==> src/rtl/rle_face_image_decoder_unit_macros.svh <==
// assertion macros for the rle face image decoder unit
// no dependencies; included by the rtl files that carry assertions
`ifndef RLE_FACE_IMAGE_DECODER_UNIT_MACROS_SVH
`define RLE_FACE_IMAGE_DECODER_UNIT_MACROS_SVH
`ifndef SYNTH
`define RFID_ASSERT_IMP(lbl, clk, rst_n, ante, cons) \
  lbl: assert property (@(posedge clk) disable iff (!rst_n) (ante) |-> (cons)) \
    else $error("rfid: same-cycle check failed");
`define RFID_ASSERT_NXT(lbl, clk, rst_n, ante, cons) \
  lbl: assert property (@(posedge clk) disable iff (!rst_n) (ante) |=> (cons)) \
    else $error("rfid: next-cycle check failed");
`else
`define RFID_ASSERT_IMP(lbl, clk, rst_n, ante, cons)
`define RFID_ASSERT_NXT(lbl, clk, rst_n, ante, cons)
`endif
`endif

==> src/rtl/rfid_pkg.sv <==
// shared types and constants for the rle face image decoder unit
// no dependencies; used by the controller, datapath and top level
package rfid_pkg;

  localparam int unsigned MaxDim    = 512;
  localparam int unsigned RunW      = 6;
  localparam logic [7:0]  RunBase   = 8'd192;
  localparam logic [2:0]  HeaderLen = 3'd4;
  localparam logic [RunW-1:0] MaxRun = 6'd63;

  typedef enum logic [1:0] {
    ST_PIXEL      = 2'd0,
    ST_BAD_HEADER = 2'd1,
    ST_TRUNCATED  = 2'd2
  } status_e;

  typedef enum logic [1:0] {
    S_IDLE,
    S_RUN,
    S_STAT
  } ctl_state_e;

  // controller to datapath
  typedef struct packed {
    logic accept;
    logic run_step;
    logic stat_step;
  } ctl_cmd_t;

  // datapath to controller
  typedef struct packed {
    logic start_run;
    logic start_stat;
    logic run_last;
    logic run_to_stat;
    logic out_free;
  } dp_sts_t;

endpackage

==> src/rtl/rfid_if.sv <==
// request channel interfaces: encoded byte input and decoded result output
// depends on nothing; payload widths follow the block's field list
interface rfid_in_if;
  logic       valid;
  logic       ready;
  logic [7:0] stream_byte;
  logic       end_of_resource;

  modport source (output valid, output stream_byte, output end_of_resource, input ready);
  modport sink   (input valid, input stream_byte, input end_of_resource, output ready);
endinterface

interface rfid_out_if;
  logic       valid;
  logic       ready;
  logic [1:0] status;
  logic [7:0] pixel_value;
  logic [8:0] pixel_x;
  logic [8:0] pixel_y;
  logic       last_of_run;
  logic       image_done;

  modport source (output valid, output status, output pixel_value, output pixel_x,
                  output pixel_y, output last_of_run, output image_done, input ready);
  modport sink   (input valid, input status, input pixel_value, input pixel_x,
                  input pixel_y, input last_of_run, input image_done, output ready);
endinterface

==> src/rtl/rfid_ctrl.sv <==
// controller state machine: sequences byte acceptance, pixel runs and status results
// depends on rfid_pkg
module rfid_ctrl (
  input  logic               clk_i,
  input  logic               rst_ni,
  input  logic               in_valid_i,
  output logic               in_ready_o,
  input  rfid_pkg::dp_sts_t  sts_i,
  output rfid_pkg::ctl_cmd_t cmd_o
);
  import rfid_pkg::*;

  ctl_state_e state_q, state_d;

  always_ff @(posedge clk_i or negedge rst_ni) begin
    if (!rst_ni) begin
      state_q <= S_IDLE;
    end else begin
      state_q <= state_d;
    end
  end

  always_comb begin
    state_d    = state_q;
    in_ready_o = 1'b0;
    cmd_o      = '0;
    unique case (state_q)
      S_IDLE: begin
        in_ready_o = 1'b1;
        if (in_valid_i) begin
          cmd_o.accept = 1'b1;
          if (sts_i.start_run) begin
            state_d = S_RUN;
          end else if (sts_i.start_stat) begin
            state_d = S_STAT;
          end
        end
      end
      S_RUN: begin
        if (sts_i.out_free) begin
          cmd_o.run_step = 1'b1;
          if (sts_i.run_to_stat) begin
            state_d = S_STAT;
          end else if (sts_i.run_last) begin
            state_d = S_IDLE;
          end
        end
      end
      S_STAT: begin
        if (sts_i.out_free) begin
          cmd_o.stat_step = 1'b1;
          state_d         = S_IDLE;
        end
      end
      default: state_d = S_IDLE;
    endcase
  end

endmodule

==> src/rtl/rfid_dp.sv <==
// datapath: header capture, run/cursor registers and the result output register
// depends on rfid_pkg and the assertion macro header
`include "rle_face_image_decoder_unit_macros.svh"
module rfid_dp #(
  parameter int unsigned MAX_DIM = rfid_pkg::MaxDim
) (
  input  logic               clk_i,
  input  logic               rst_ni,
  input  rfid_pkg::ctl_cmd_t cmd_i,
  output rfid_pkg::dp_sts_t  sts_o,
  input  logic [7:0]         stream_byte_i,
  input  logic               end_of_resource_i,
  input  logic               out_ready_i,
  output logic               out_valid_o,
  output logic [1:0]         status_o,
  output logic [7:0]         pixel_value_o,
  output logic [8:0]         pixel_x_o,
  output logic [8:0]         pixel_y_o,
  output logic               last_of_run_o,
  output logic               image_done_o
);
  import rfid_pkg::*;

  localparam int unsigned DimW = $clog2(MAX_DIM + 1);
  localparam logic [15:0] MaxDim16 = 16'(MAX_DIM);

  // decoder state
  logic [2:0]      hdr_pos_q, hdr_pos_d;
  logic [15:0]     raw_w_q, raw_w_d, raw_h_q, raw_h_d;
  logic [DimW-1:0] col_q, col_d, row_q, row_d;
  logic [RunW-1:0] run_len_q, run_len_d, cnt_q, cnt_d;
  logic            await_q, await_d, disc_q, disc_d;
  logic [7:0]      pix_q, pix_d;
  logic            end_q, end_d, cap_q, cap_d;
  status_e         stat_q, stat_d;

  // output register
  logic            out_vld_q, out_vld_d, out_load;
  status_e         o_status_q, o_status_d;
  logic [7:0]      o_val_q, o_val_d;
  logic [8:0]      o_x_q, o_x_d, o_y_q, o_y_d;
  logic            o_last_q, o_last_d, o_done_q, o_done_d;

  logic [15:0] col_ext, row_ext, col_inc, row_inc, new_h;
  logic        wrap, full_after, drop, dims_ok, clear;
  logic        is_hdr, hdr_final, is_count;

  assign col_ext    = 16'(col_q);
  assign row_ext    = 16'(row_q);
  assign col_inc    = col_ext + 16'd1;
  assign row_inc    = row_ext + 16'd1;
  assign wrap       = (col_inc >= raw_w_q);
  assign full_after = wrap && (row_inc >= raw_h_q);
  assign drop       = (cnt_q == RunW'(1)) && cap_q && !full_after;

  assign new_h     = {stream_byte_i, raw_h_q[7:0]};
  assign dims_ok   = (raw_w_q != 16'd0) && (raw_w_q <= MaxDim16) &&
                     (new_h != 16'd0) && (new_h <= MaxDim16);
  assign is_hdr    = !disc_q && (hdr_pos_q != HeaderLen);
  assign hdr_final = (hdr_pos_q == HeaderLen - 3'd1);
  assign is_count  = !disc_q && !is_hdr && await_q && (stream_byte_i > RunBase);

  always_comb begin
    sts_o.start_run   = !disc_q && !is_hdr && !is_count;
    sts_o.start_stat  = (is_hdr && !hdr_final && end_of_resource_i) ||
                        (is_hdr && hdr_final && (!dims_ok || end_of_resource_i)) ||
                        (is_count && end_of_resource_i);
    sts_o.run_last    = drop || full_after || (cnt_q == RunW'(1));
    sts_o.run_to_stat = !drop && !full_after && (cnt_q == RunW'(1)) && end_q;
    sts_o.out_free    = !out_vld_q || out_ready_i;
  end

  always_comb begin
    hdr_pos_d  = hdr_pos_q;
    raw_w_d    = raw_w_q;
    raw_h_d    = raw_h_q;
    col_d      = col_q;
    row_d      = row_q;
    run_len_d  = run_len_q;
    cnt_d      = cnt_q;
    await_d    = await_q;
    disc_d     = disc_q;
    pix_d      = pix_q;
    end_d      = end_q;
    cap_d      = cap_q;
    stat_d     = stat_q;
    clear      = 1'b0;
    out_load   = 1'b0;
    o_status_d = ST_PIXEL;
    o_val_d    = 8'd0;
    o_x_d      = 9'd0;
    o_y_d      = 9'd0;
    o_last_d   = 1'b1;
    o_done_d   = 1'b0;

    if (cmd_i.accept) begin
      if (disc_q) begin
        clear = end_of_resource_i;
      end else if (is_hdr) begin
        case (hdr_pos_q)
          3'd0:    raw_w_d = {8'h00, stream_byte_i};
          3'd1:    raw_w_d = {stream_byte_i, raw_w_q[7:0]};
          3'd2:    raw_h_d = {8'h00, stream_byte_i};
          default: raw_h_d = new_h;
        endcase
        hdr_pos_d = hdr_pos_q + 3'd1;
        if (!hdr_final) begin
          if (end_of_resource_i) begin
            stat_d = ST_BAD_HEADER;
            clear  = 1'b1;
          end
        end else if (!dims_ok) begin
          stat_d = ST_BAD_HEADER;
          if (end_of_resource_i) begin
            clear = 1'b1;
          end else begin
            disc_d = 1'b1;
          end
        end else begin
          col_d     = '0;
          row_d     = '0;
          run_len_d = RunW'(1);
          await_d   = 1'b1;
          if (end_of_resource_i) begin
            stat_d = ST_TRUNCATED;
            clear  = 1'b1;
          end
        end
      end else if (is_count) begin
        run_len_d = RunW'(stream_byte_i - RunBase);
        await_d   = 1'b0;
        if (end_of_resource_i) begin
          stat_d = ST_TRUNCATED;
          clear  = 1'b1;
        end
      end else begin
        pix_d     = stream_byte_i;
        cnt_d     = run_len_q;
        end_d     = end_of_resource_i;
        cap_d     = end_of_resource_i && (run_len_q == MaxRun);
        run_len_d = RunW'(1);
        await_d   = 1'b1;
      end
    end else if (cmd_i.run_step) begin
      out_load = 1'b1;
      if (drop) begin
        // a capped final run gives up its last pixel to the truncation result
        o_status_d = ST_TRUNCATED;
        clear      = 1'b1;
      end else begin
        o_val_d  = pix_q;
        o_x_d    = col_ext[8:0];
        o_y_d    = row_ext[8:0];
        o_done_d = full_after;
        o_last_d = full_after || ((cnt_q == RunW'(1)) && !end_q);
        col_d    = wrap ? '0 : DimW'(col_inc);
        row_d    = wrap ? DimW'(row_inc) : row_q;
        cnt_d    = cnt_q - RunW'(1);
        if (full_after) begin
          if (end_q) begin
            clear = 1'b1;
          end else begin
            disc_d = 1'b1;
          end
        end else if ((cnt_q == RunW'(1)) && end_q) begin
          stat_d = ST_TRUNCATED;
          clear  = 1'b1;
        end
      end
    end else if (cmd_i.stat_step) begin
      out_load   = 1'b1;
      o_status_d = stat_q;
    end

    if (clear) begin
      hdr_pos_d = 3'd0;
      raw_w_d   = 16'd0;
      raw_h_d   = 16'd0;
      col_d     = '0;
      row_d     = '0;
      run_len_d = RunW'(1);
      await_d   = 1'b1;
      disc_d    = 1'b0;
    end

    if (out_load) begin
      out_vld_d = 1'b1;
    end else if (out_ready_i) begin
      out_vld_d = 1'b0;
    end else begin
      out_vld_d = out_vld_q;
    end
  end

  always_ff @(posedge clk_i or negedge rst_ni) begin
    if (!rst_ni) begin
      hdr_pos_q <= 3'd0;
      raw_w_q   <= 16'd0;
      raw_h_q   <= 16'd0;
      col_q     <= '0;
      row_q     <= '0;
      run_len_q <= RunW'(1);
      await_q   <= 1'b1;
      disc_q    <= 1'b0;
      out_vld_q <= 1'b0;
    end else begin
      hdr_pos_q <= hdr_pos_d;
      raw_w_q   <= raw_w_d;
      raw_h_q   <= raw_h_d;
      col_q     <= col_d;
      row_q     <= row_d;
      run_len_q <= run_len_d;
      await_q   <= await_d;
      disc_q    <= disc_d;
      out_vld_q <= out_vld_d;
    end
  end

  always_ff @(posedge clk_i) begin
    pix_q  <= pix_d;
    cnt_q  <= cnt_d;
    end_q  <= end_d;
    cap_q  <= cap_d;
    stat_q <= stat_d;
    if (out_load) begin
      o_status_q <= o_status_d;
      o_val_q    <= o_val_d;
      o_x_q      <= o_x_d;
      o_y_q      <= o_y_d;
      o_last_q   <= o_last_d;
      o_done_q   <= o_done_d;
    end
  end

  assign out_valid_o   = out_vld_q;
  assign status_o      = o_status_q;
  assign pixel_value_o = o_val_q;
  assign pixel_x_o     = o_x_q;
  assign pixel_y_o     = o_y_q;
  assign last_of_run_o = o_last_q;
  assign image_done_o  = o_done_q;

  `RFID_ASSERT_IMP(a_load_into_free, clk_i, rst_ni, cmd_i.run_step || cmd_i.stat_step, !out_vld_q || out_ready_i)
  `RFID_ASSERT_NXT(a_load_shows, clk_i, rst_ni, cmd_i.run_step || cmd_i.stat_step, out_vld_q)
  `RFID_ASSERT_IMP(a_status_is_last, clk_i, rst_ni, out_vld_q && (o_status_q != ST_PIXEL), o_last_q)
  `RFID_ASSERT_IMP(a_done_is_last, clk_i, rst_ni, out_vld_q && o_done_q, o_last_q && (o_status_q == ST_PIXEL))

endmodule

==> src/rtl/rle_face_image_decoder_unit.sv <==
// Run-length face image decoder: takes one resource byte per request (a 4-byte header of
// little-endian width and height, each 1..MAX_DIM, then PCX-style count/value bytes) and
// returns pixels in raster order with their column and row, or a single bad-header or
// truncated-stream status. A header or count byte is accepted in the idle state and, when it
// ends in a status result, the status goes out from the stat state; a value byte is accepted
// and its run (up to 63 pixels) goes out one pixel per free output slot through the single
// result register, waiting while the result side holds ready low. A truncation status after
// the last run also goes out from the stat state. Bytes after the image is full are taken
// one per cycle.
// Depends on rfid_pkg, the rfid_in_if/rfid_out_if interfaces, rfid_ctrl and rfid_dp.
module rle_face_image_decoder_unit #(
  parameter int unsigned MAX_DIM = rfid_pkg::MaxDim
) (
  input  logic       clk_i,
  input  logic       rst_ni,
  rfid_in_if.sink    req_i,
  rfid_out_if.source res_o
);
  import rfid_pkg::*;

  // command and status between the sequencer and the datapath
  ctl_cmd_t cmd;
  dp_sts_t  sts;

  // controller: idle takes a byte, run state emits one pixel per free output slot,
  // stat state emits the pending status result
  rfid_ctrl u_ctrl (
    .clk_i      (clk_i),
    .rst_ni     (rst_ni),
    .in_valid_i (req_i.valid),
    .in_ready_o (req_i.ready),
    .sts_i      (sts),
    .cmd_o      (cmd)
  );

  // datapath: header and cursor registers plus the result register that parts
  // the output side from the input side
  rfid_dp #(
    .MAX_DIM (MAX_DIM)
  ) u_dp (
    .clk_i             (clk_i),
    .rst_ni            (rst_ni),
    .cmd_i             (cmd),
    .sts_o             (sts),
    .stream_byte_i     (req_i.stream_byte),
    .end_of_resource_i (req_i.end_of_resource),
    .out_ready_i       (res_o.ready),
    .out_valid_o       (res_o.valid),
    .status_o          (res_o.status),
    .pixel_value_o     (res_o.pixel_value),
    .pixel_x_o         (res_o.pixel_x),
    .pixel_y_o         (res_o.pixel_y),
    .last_of_run_o     (res_o.last_of_run),
    .image_done_o      (res_o.image_done)
  );

endmodule
==> src/flat_wrapper.sv <==
// flat-port wrapper written by rule: the top's interface ports become plain ports
module rle_face_image_decoder_unit_flat import rfid_pkg::*;
#(
  parameter int unsigned MAX_DIM = rfid_pkg::MaxDim
)
  (clk_i, rst_ni, req_i_valid, req_i_stream_byte, req_i_end_of_resource, req_i_ready, res_o_valid, res_o_status, res_o_pixel_value, res_o_pixel_x, res_o_pixel_y, res_o_last_of_run, res_o_image_done, res_o_ready);
  rfid_in_if req_i_i ();
  rfid_out_if res_o_i ();
  input  logic clk_i;
  input  logic rst_ni;
  input wire logic [$bits(req_i_i.valid)-1:0] req_i_valid;
  input wire logic [$bits(req_i_i.stream_byte)-1:0] req_i_stream_byte;
  input wire logic [$bits(req_i_i.end_of_resource)-1:0] req_i_end_of_resource;
  output wire logic [$bits(req_i_i.ready)-1:0] req_i_ready;
  output wire logic [$bits(res_o_i.valid)-1:0] res_o_valid;
  output wire logic [$bits(res_o_i.status)-1:0] res_o_status;
  output wire logic [$bits(res_o_i.pixel_value)-1:0] res_o_pixel_value;
  output wire logic [$bits(res_o_i.pixel_x)-1:0] res_o_pixel_x;
  output wire logic [$bits(res_o_i.pixel_y)-1:0] res_o_pixel_y;
  output wire logic [$bits(res_o_i.last_of_run)-1:0] res_o_last_of_run;
  output wire logic [$bits(res_o_i.image_done)-1:0] res_o_image_done;
  input wire logic [$bits(res_o_i.ready)-1:0] res_o_ready;
  assign req_i_i.valid = req_i_valid;
  assign req_i_i.stream_byte = req_i_stream_byte;
  assign req_i_i.end_of_resource = req_i_end_of_resource;
  assign req_i_ready = req_i_i.ready;
  assign res_o_valid = res_o_i.valid;
  assign res_o_status = res_o_i.status;
  assign res_o_pixel_value = res_o_i.pixel_value;
  assign res_o_pixel_x = res_o_i.pixel_x;
  assign res_o_pixel_y = res_o_i.pixel_y;
  assign res_o_last_of_run = res_o_i.last_of_run;
  assign res_o_image_done = res_o_i.image_done;
  assign res_o_i.ready = res_o_ready;
  rle_face_image_decoder_unit #(.MAX_DIM(MAX_DIM)) u_core (.clk_i(clk_i), .rst_ni(rst_ni), .req_i(req_i_i), .res_o(res_o_i));
endmodule
==> config.mk <==
export PLATFORM = sky130hd
export DESIGN_NAME = rle_face_image_decoder_unit_flat
export DESIGN_NICKNAME = d
export VERILOG_FILES = /design/src/rtl/rfid_pkg.sv /design/src/rtl/rfid_if.sv /design/src/rtl/rfid_ctrl.sv /design/src/rtl/rfid_dp.sv /design/src/rtl/rle_face_image_decoder_unit.sv /design/src/flat_wrapper.sv
export VERILOG_INCLUDE_DIRS = /design/src /design/src/rtl
export SDC_FILE = /design/constraint.sdc
export NUM_CORES = 1
export LEC_CHECK = 0
export ABC_AREA = 1
export BUFFER_PORTS_ARGS = -buffer_cell sky130_fd_sc_hd__buf_2
export CORE_MARGIN = 4
export CORE_UTILIZATION = 40
export CTS_CLUSTER_DIAMETER = 120
export DETAILED_ROUTE_END_ITERATION = 10
export SYNTH_ARGS = -nofsm -noshare
export SYNTH_HDL_FRONTEND = slang
export SYNTH_SLANG_ARGS = --single-unit
export TNS_END_PERCENT = 30
==> constraint.sdc <==
create_clock -name clk_i -period 6.2 [get_ports clk_i]
set_input_delay 0.93 -clock clk_i [delete_from_list [all_inputs] [get_ports clk_i]]
set_output_delay 0.93 -clock clk_i [all_outputs]
set_load 0.02 [all_outputs]
==> results of run 1 <==
## through the flow
stage	power [mW]	hold slack [ns]	area (um^2)	setup slack (ns)	instances
after floorplan	2.29	0.442	6520	3.18	781
after global placement	2.63	0.458	6920	2.29	1029
after detailed placement	2.64	0.459	6920	2.28	1029
after CTS	3.57	0.472	7470	2.25	1061
after global routing	3.84	0.484	7470	1.87	1061
final	3.54	0.470	7470	2.27	1061
## cells in the mapped netlist (all sizes together)
master,number,area (um^2)
a211oi,1,7.51
a21oi,27,135
a221o,1,10.0
a22oi,1,7.51
and2,1,6.26
and3,1,6.26
buf,10,83.8
clkbuf,4,15.0
clkinv,2,7.51
dfrtp,64,1600
dfstp,2,52.6
edfxtp,48,1440
ha,31,388
inv,111,424
nand2,219,857
nand3,61,353
nand4,13,81.3
nor2,104,482
nor3,14,75.1
o2111ai,1,8.76
o211ai,3,22.5
o21ai,37,241
o21bai,1,7.51
o221ai,1,8.76
o22ai,3,18.8
o31ai,2,15.0
xnor2,3,26.3
xor2,15,131
## power groups by stage
stage          clock, mW  sequential (mW)  combinational [mW]
5_1_grt            0.965             1.19                1.69
2_1_floorplan          0             1.24                1.06
3_3_place_gp           0             1.17                1.46
4_1_cts            0.931             1.16                1.48
3_5_place_dp           0             1.17                1.47
6_report           0.913             1.16                1.46
## cells by family (layout without fill, tap and decap cells)
family          count (synthesis)  count (layout)
xor+xnor                       18              18
buf+inv                       127             191
simple gates                  413             413
flops                         114             114
fa+ha+maj                      31              31
compound gates                 78              78
## layer usage
metal	track usage [%]	vias to the layer above	part of all wire, %
met5	0	-	0
li1	-	2631	-
met1	23.6	2353	50
met4	5.04	0	1.5
met3	4.05	16	4.3
met2	25.5	99	44
## flip-flops by register name, summed over array words and instances (netlist names)
register,flops
u_core.u_dp.end_q,1
u_core.u_dp.hdr_pos_q,3
u_core.u_dp.pix_q,8
u_core.u_dp.stat_q,2
u_core.u_dp.out_valid_o,1
u_core.u_dp.last_of_run_o,1
u_core.u_dp.await_q,1
u_core.u_ctrl.state_q,2
u_core.u_dp.pixel_x_o,9
u_core.u_dp.pixel_y_o,9
u_core.u_dp.run_len_q,6
u_core.u_dp.row_q,10
u_core.u_dp.col_q,10
u_core.u_dp.raw_h_q,16
u_core.u_dp.disc_q,1
u_core.u_dp.cnt_q,6
u_core.u_dp.cap_q,1
u_core.u_dp.image_done_o,1
u_core.u_dp.status_o,2
u_core.u_dp.pixel_value_o,8
u_core.u_dp.raw_w_q,16
## layout make-up
type | instances | share of cell area (%)
clock buffer | 17 | 5.69
clock inverter | 15 | 1.66
inverter | 113 | 5.78
multi-input combinational | 540 | 38.7
sequential | 114 | 41.4
tap | 216 | 3.62
timing repair buffer | 46 | 3.15
## critical path, delay by kind of cell (launching register included)
| family | cells | cell delay [ns] |
|---|---|---|
| simple gates | 15 | 2.57 |
| flops | 1 | 0.40 |
| fa+ha+maj | 1 | 0.29 |
| compound gates | 2 | 0.26 |
| xor+xnor | 1 | 0.24 |
| buf+inv | 1 | 0.10 |
## worst min-delay path by stage
stage	startpoint	to	slack, ns
6_report	u_core.u_dp.raw_w_q[3]	u_core.u_dp.raw_w_q[3]	0.47
5_1_grt	u_core.u_dp.raw_h_q[3]	u_core.u_dp.raw_h_q[3]	0.48
4_1_cts	u_core.u_dp.raw_h_q[3]	u_core.u_dp.raw_h_q[3]	0.47
3_5_place_dp	u_core.u_dp.raw_h_q[3]	u_core.u_dp.raw_h_q[3]	0.46
3_3_place_gp	u_core.u_dp.raw_w_q[5]	u_core.u_dp.raw_w_q[5]	0.46
2_1_floorplan	u_core.u_dp.raw_h_q[1]	u_core.u_dp.raw_h_q[1]	0.44
==> summary.md, run 1 <==
| Metric | Value |
|---|---|
| Status | complete, no violations |
| Reg2reg end | u_core.u_dp.raw_h_q[10] |
| Post-synthesis xor/xnor area fraction | 2.42% |
| Fill count | 1566 |
| Syn_area_per_cell | 8.34 um^2 |
| GPL Wtd Cong | 0.925 |
| Core Region | 0.0159 mm^2 |
| Dpl hpwl | 10600 um |
| Combinational power share | 41.4% |
| Drt initial violations | 367 |
| Crit path launch | u_core.u_dp.row_q[0] |
| Slowest cell on crit path | dfrtp_1 |
| Power share of the sequential group | 32.8% |
| Critical Path RT | 6.55 ns |
| Count of buffers from port buffering | 44 |
| Net Switching | 1.47 mW |
| Setup TNS | 0 ns |
| Clk pwr share | 25.8% |
| Postcts setup bufs | 0 |
| CP max stage delay | 0.40 ns |
| Drt wl/cell | 13.6 um |
| Mapped Area | 0.00651 mm^2 |
| Sequential-to-total area share from yosys stat | 47.5% |
| Skew-Pair Late Insertion Delay | 0.42 ns |
| Most common cell after layout, fill and taps aside | nand2_1 |
| Fin nets | 876 |
| Crit path capture type | flop |
| Die Area | 0.0184 mm^2 |
| Maxcap violations | 0 |
| ANT cells | 0 |
| CP Launch Type | flop |
| Period utilization | 63.3% |
| Util after Layout | 46.9% |
| Die Y | 136 um |
| Worst-path clk slew | 0.05 ns |
| Mux contribution to synthesized area | 0% |
| Mapped Nets | 825 |
| CP endpoint | u_core.u_dp.raw_h_q[10] |
| CTS resizes | 0 |
| Cell count of the worst reg-to-reg path | 20 |
| CTS Hold Buffers Added | 0 |
| Synth-to-Final Area Change | 14.7% |
| RSZ-0062 raised after global routing | no |
| Pwr dens | 473 mW/mm^2 |
| P_leak | 3.60 nW |
| Drt total wl | 14400 um |
| Final Critical Period | 3.93 ns |
| CP max FO | 27 |
| Row count | 46 |
| Adder-cell share of the synthesized area | 5.95% |
| H-tree Lvls | 4 |
| Slew Limit Fails | 0 |
| DR vias | 5099 |
| # IOs | 45 |
| Tot GR Track Use | 16.7% |
| Cells on Worst Hold Path | 2 |
| Seq cells post-synth | 114 |
| Vias in the first global route | 4829 |
| Post-DR vias/cell | 4.81 |
| Worst R2R Setup Slack | 2.27 ns |
| Largest net degree at the start of global routing | 67 |
| Synthesized instance count | 781 |
| Simple-gate share of the synthesized area | 28.6% |
| CTS Root Cell | clkbuf_16 |
| Main combinational cell family by area after synthesis | simple AND/OR/NAND/NOR gates |
| Ys Warns | 0 |
| Critical-path cell list | inv_1 -> nor3_1 -> nand3_1 -> nor3_1 -> nand3_1 -> xor2_1 -> ha_1 -> a21oi_1 -> nor2_1 -> o21bai_1 -> nand2_1 -> nand2_2 -> nand2_1 -> nand2_1 -> nand3_4 -> nand2_4 -> nand2_1 -> nor2_1 -> nand2_1 -> nand2_1 |
| Pint | 2.07 mW |
| TritonCTS Buffers | 17 |
| Initial antenna violation count | 0 |
| Headroom to the max-slew limit | 38.5% |
| Multi-input logic area | 0.00289 mm^2 |
| Top achievable clock speed | 255 MHz |
| Worst vdd ir | 209 uV |
| Pre-antenna DRT Iters | 5 |
| Antenna viol nets, final | 0 |
| Final setup viols | 0 |
| Final Hold Viols | 0 |
| Worst reg2reg path startpoint | u_core.u_dp.row_q[0] |
| Critical path class | reg2reg |
| Critical path arrival | 4.28 ns |
| CTS tree | yes |
| Die width | 136 um |
| GRT overflow | 0 |
| CP most frequent cell | nand2_1 |
| Synth unique cells | 44 |
| Sink Count | 114 |
| Share of cells above drive strength 1 | 15.1% |
| Hold WC Path Type | reg2reg |
| Global-route wire length before repair | 24100 um |
| Register Area | 0.00310 mm^2 |
| Switching power share of the total | 41.5% |
| Commonest non-fill, non-tap cells in the layout | nand2_1, inv_1, nor2_1, dfrtp_1, nand3_1 |
| Largest buffer count on any clock path | 2 |
| Initial cell density of the core | 40.9% |
| Remaining DRCs | 0 |
| Post-synthesis compound-gate area fraction | 7.41% |
| Max Clock Skew | 0.0108 ns |
| Actual slew at the worst max-slew pin | 0.920 ns |
Note: power is estimated with default switching activity, not from simulation.
==> run 2: changes to the inputs <==
==> constraint.sdc (replaced) <==
create_clock -name clk_i -period 4.11 [get_ports clk_i]
set_input_delay 0.6165 -clock clk_i [delete_from_list [all_inputs] [get_ports clk_i]]
set_output_delay 0.6165 -clock clk_i [all_outputs]
set_load 0.02 [all_outputs]
==> summary.md, run 2 (same netlist as run 1, synthesis figures left out) <==
| Metric | Value |
|---|---|
| Sink Count | 114 (unchanged) |
| Die width | 136 um (unchanged) |
| DR vias | 5137 (+0.75%) |
| Slew Limit Fails | 0 (unchanged) |
| Worst-path clk slew | 0.06 ns (about the same) |
| Die Area | 0.0184 mm^2 (unchanged) |
| Drt initial violations | 361 (-1.6%) |
| Critical path arrival | 4.05 ns (-0.23 ns) |
| Critical-path cell list | inv_1 -> nor3_2 -> nand3_1 -> nor3_1 -> xor2_1 -> ha_1 -> nand2_1 -> nor2_1 -> and2_1 -> nor2_1 -> nand2_1 -> nand2_1 -> nand2_1 -> nand2_2 -> nand2_1 -> nand2_1 -> nand3_4 -> nor2_4 -> inv_2 -> nand2_4 -> nand2_1 -> o21ai_2 |
| Synth-to-Final Area Change | 16.7% |
| Period utilization | 90.5% (+27 points) |
| ANT cells | 0 (unchanged) |
| Grt met1 use | 23.7% (+0.19 points) |
| Register Area | 0.00310 mm^2 (unchanged) |
| TritonCTS Buffers | 17 (unchanged) |
| CTS tree | yes |
| Setup TNS | 0 ns (unchanged) |
| Final Critical Period | 3.72 ns (-0.207 ns) |
| GR Util met2 | 26.2% (+0.64 points) |
| Max Clock Skew | 0.0105 ns (-0.000243 ns) |
| Pwr dens | 723 mW/mm^2 (+53%) |
| # IOs | 45 (unchanged) |
| M3 GR Usage | 3.60% (-0.45 points) |
| Post-DR vias/cell | 4.81 (about the same) |
| GPL Wtd Cong | 0.920 (-0.55%) |
| Antenna viol nets, final | 0 (unchanged) |
| Count of buffers from port buffering | 44 (unchanged) |
| Final Hold Viols | 0 (unchanged) |
| Util after Layout | 47.7% (+0.79 points) |
| Fill count | 1540 (-1.7%) |
| Dpl cells | 1034 (+0.49%) |
| Row count | 46 (unchanged) |
| Global-route wire length before repair | 24600 um (+1.9%) |
| Critical path class | reg2reg |
| Tot GR Track Use | 17.0% (+0.29 points) |
| CP max FO | 21 (-22%) |
| Final Instance Area | 0.00760 mm^2 (+1.7%) |
| Slowest cell on crit path | dfrtp_1 |
| CP max stage delay | 0.40 ns (about the same) |
| Core Region | 0.0159 mm^2 (unchanged) |
| Multi-input logic area | 0.00292 mm^2 (+1.0%) |
| Hold WC Path Type | in2async |
| P_leak | 3.66 nW (+1.8%) |
| Top achievable clock speed | 269 MHz (+5.6%) |
| Most common cell after layout, fill and taps aside | nand2_1 |
| Non-filler instance count after layout | 1069 (+0.75%) |
| Worst vdd ir | 380 uV (+82%) |
| Maxcap violations | 0 (unchanged) |
| Status | complete, no violations |
| CTS Root Cell | clkbuf_16 |
| Fin nets | 884 (+0.91%) |
| Skew-Pair Late Insertion Delay | 0.41 ns (about the same) |
| RSZ-0062 raised after global routing | no |
| Actual slew at the worst max-slew pin | 0.658 ns (-0.262 ns) |
| H-tree Lvls | 4 (unchanged) |
| Gr busiest metal | met2 |
| GRT overflow | 0 (unchanged) |
| Initial cell density of the core | 40.9% (unchanged) |
| Share of cells above drive strength 1 | 16.5% (+1.4 points) |
| Pre-CTS setup slack | 0.308 ns (-1.97 ns) |
| Final setup viols | 0 (unchanged) |
| Headroom to the max-slew limit | 56.1% (+18 points) |
| CP Launch Type | flop |
| Commonest non-fill, non-tap cells in the layout | nand2_1, inv_1, nor2_1, dfrtp_1, nand3_1 |
| Remaining DRCs | 0 (unchanged) |
| Drt wl/cell | 13.6 um (about the same) |
| PnR Total Power | 5.49 mW (+55%) |
| DP Area | 0.00696 mm^2 (+0.54%) |
| Vias in the first global route | 5014 (+3.8%) |
| Dpl hpwl | 10900 um (+3.0%) |
| Final Hold Slack | 0.179 ns (-0.291 ns) |
| Worst Slack Setup Final | 0.390 ns (-1.88 ns) |
| Largest buffer count on any clock path | 2 (unchanged) |
| Crit path capture type | flop |
| Initial antenna violation count | 0 (unchanged) |
| Critical Path RT | 4.44 ns (-2.11 ns) |
| Drt total wl | 14500 um (+0.67%) |
| Die Y | 136 um (unchanged) |
| Pre-antenna DRT Iters | 5 (unchanged) |
| Largest net degree at the start of global routing | 30 (-55%) |
| Leading registers by flop count | u_core.u_dp.raw_h_q (16), u_core.u_dp.raw_w_q (16) |
| CP most frequent cell | nand2_1 |
run 2: cell types whose count changed in the layout (fill, tap and decap cells not counted):
cell	delta
buf_4	+7
bufinv_16	+1
clkbuf_1	+1
clkinv_1	-4
clkinv_2	-2
clkinv_4	+5
clkinvlp_4	-1
nand2_4	-1
nand2_8	+1
nand3_2	+1
nor3_1	-2
nor3_2	+2
run 2: report_power, final:
group	total (mW)	internal [mW]	switching [mW]
Sequential	1.75	1.58	0.175
Combinational	2.27	0.723	1.55
Clock	1.47	0.948	0.522
run 2: worst max-delay path: cells and delay by family (launching register included):
| family | cells | cell delay [ns] |
|---|---|---|
| simple gates | 17 | 2.48 |
| xor+xnor | 1 | 0.25 |
| buf+inv | 2 | 0.15 |
| flops | 1 | 0.40 |
| compound gates | 1 | 0.07 |
| fa+ha+maj | 1 | 0.28 |
run 2: layout make-up:
cell class	instances	area share [%]
inverters	113	5.68
clock buffers	18	5.65
clock inverters	14	2.17
repair buffers	53	3.79
flip-flops and latches	114	40.7
well taps	216	3.56
multi-input cells	541	38.4
run 2: path summary, 6_finish.rpt:
| check | startpoint | to | cells past startpoint | slack [ns] |
|---|---|---|---|---|
| min in group clk_i | u_core.u_dp.raw_h_q[6] | u_core.u_dp.raw_h_q[6] | 2 | 0.48 |
| max | u_core.u_dp.row_q[2] | u_core.u_dp.row_q[3] | 22 | 0.39 |
| max in group asynchronous | rst_ni | u_core.u_dp.col_q[8] | 2 | 3.12 |
| min reg2reg | u_core.u_dp.raw_h_q[6] | u_core.u_dp.raw_h_q[6] | 2 | 0.48 |
| min | rst_ni | u_core.u_dp.out_valid_o | 1 | 0.18 |
| max reg2reg | u_core.u_dp.row_q[2] | u_core.u_dp.row_q[3] | 22 | 0.39 |
run 2: per-layer routing:
layer / vias up / wire (um)
li1: 2651 / -
met1: 2350 / 7110
met2: 117 / 6380
met3: 19 / 765
met4: 0 / 244
met5: - / 0
run 2: timing repair:
action | 4_1_cts | 5_1_grt
buffers inserted | 0 | 2
hold buffers | 0 | 0
resized for setup | 0 | 3
endpoints found under the setup margin | 0 | 43
hold endpoints to repair | 0 | 0
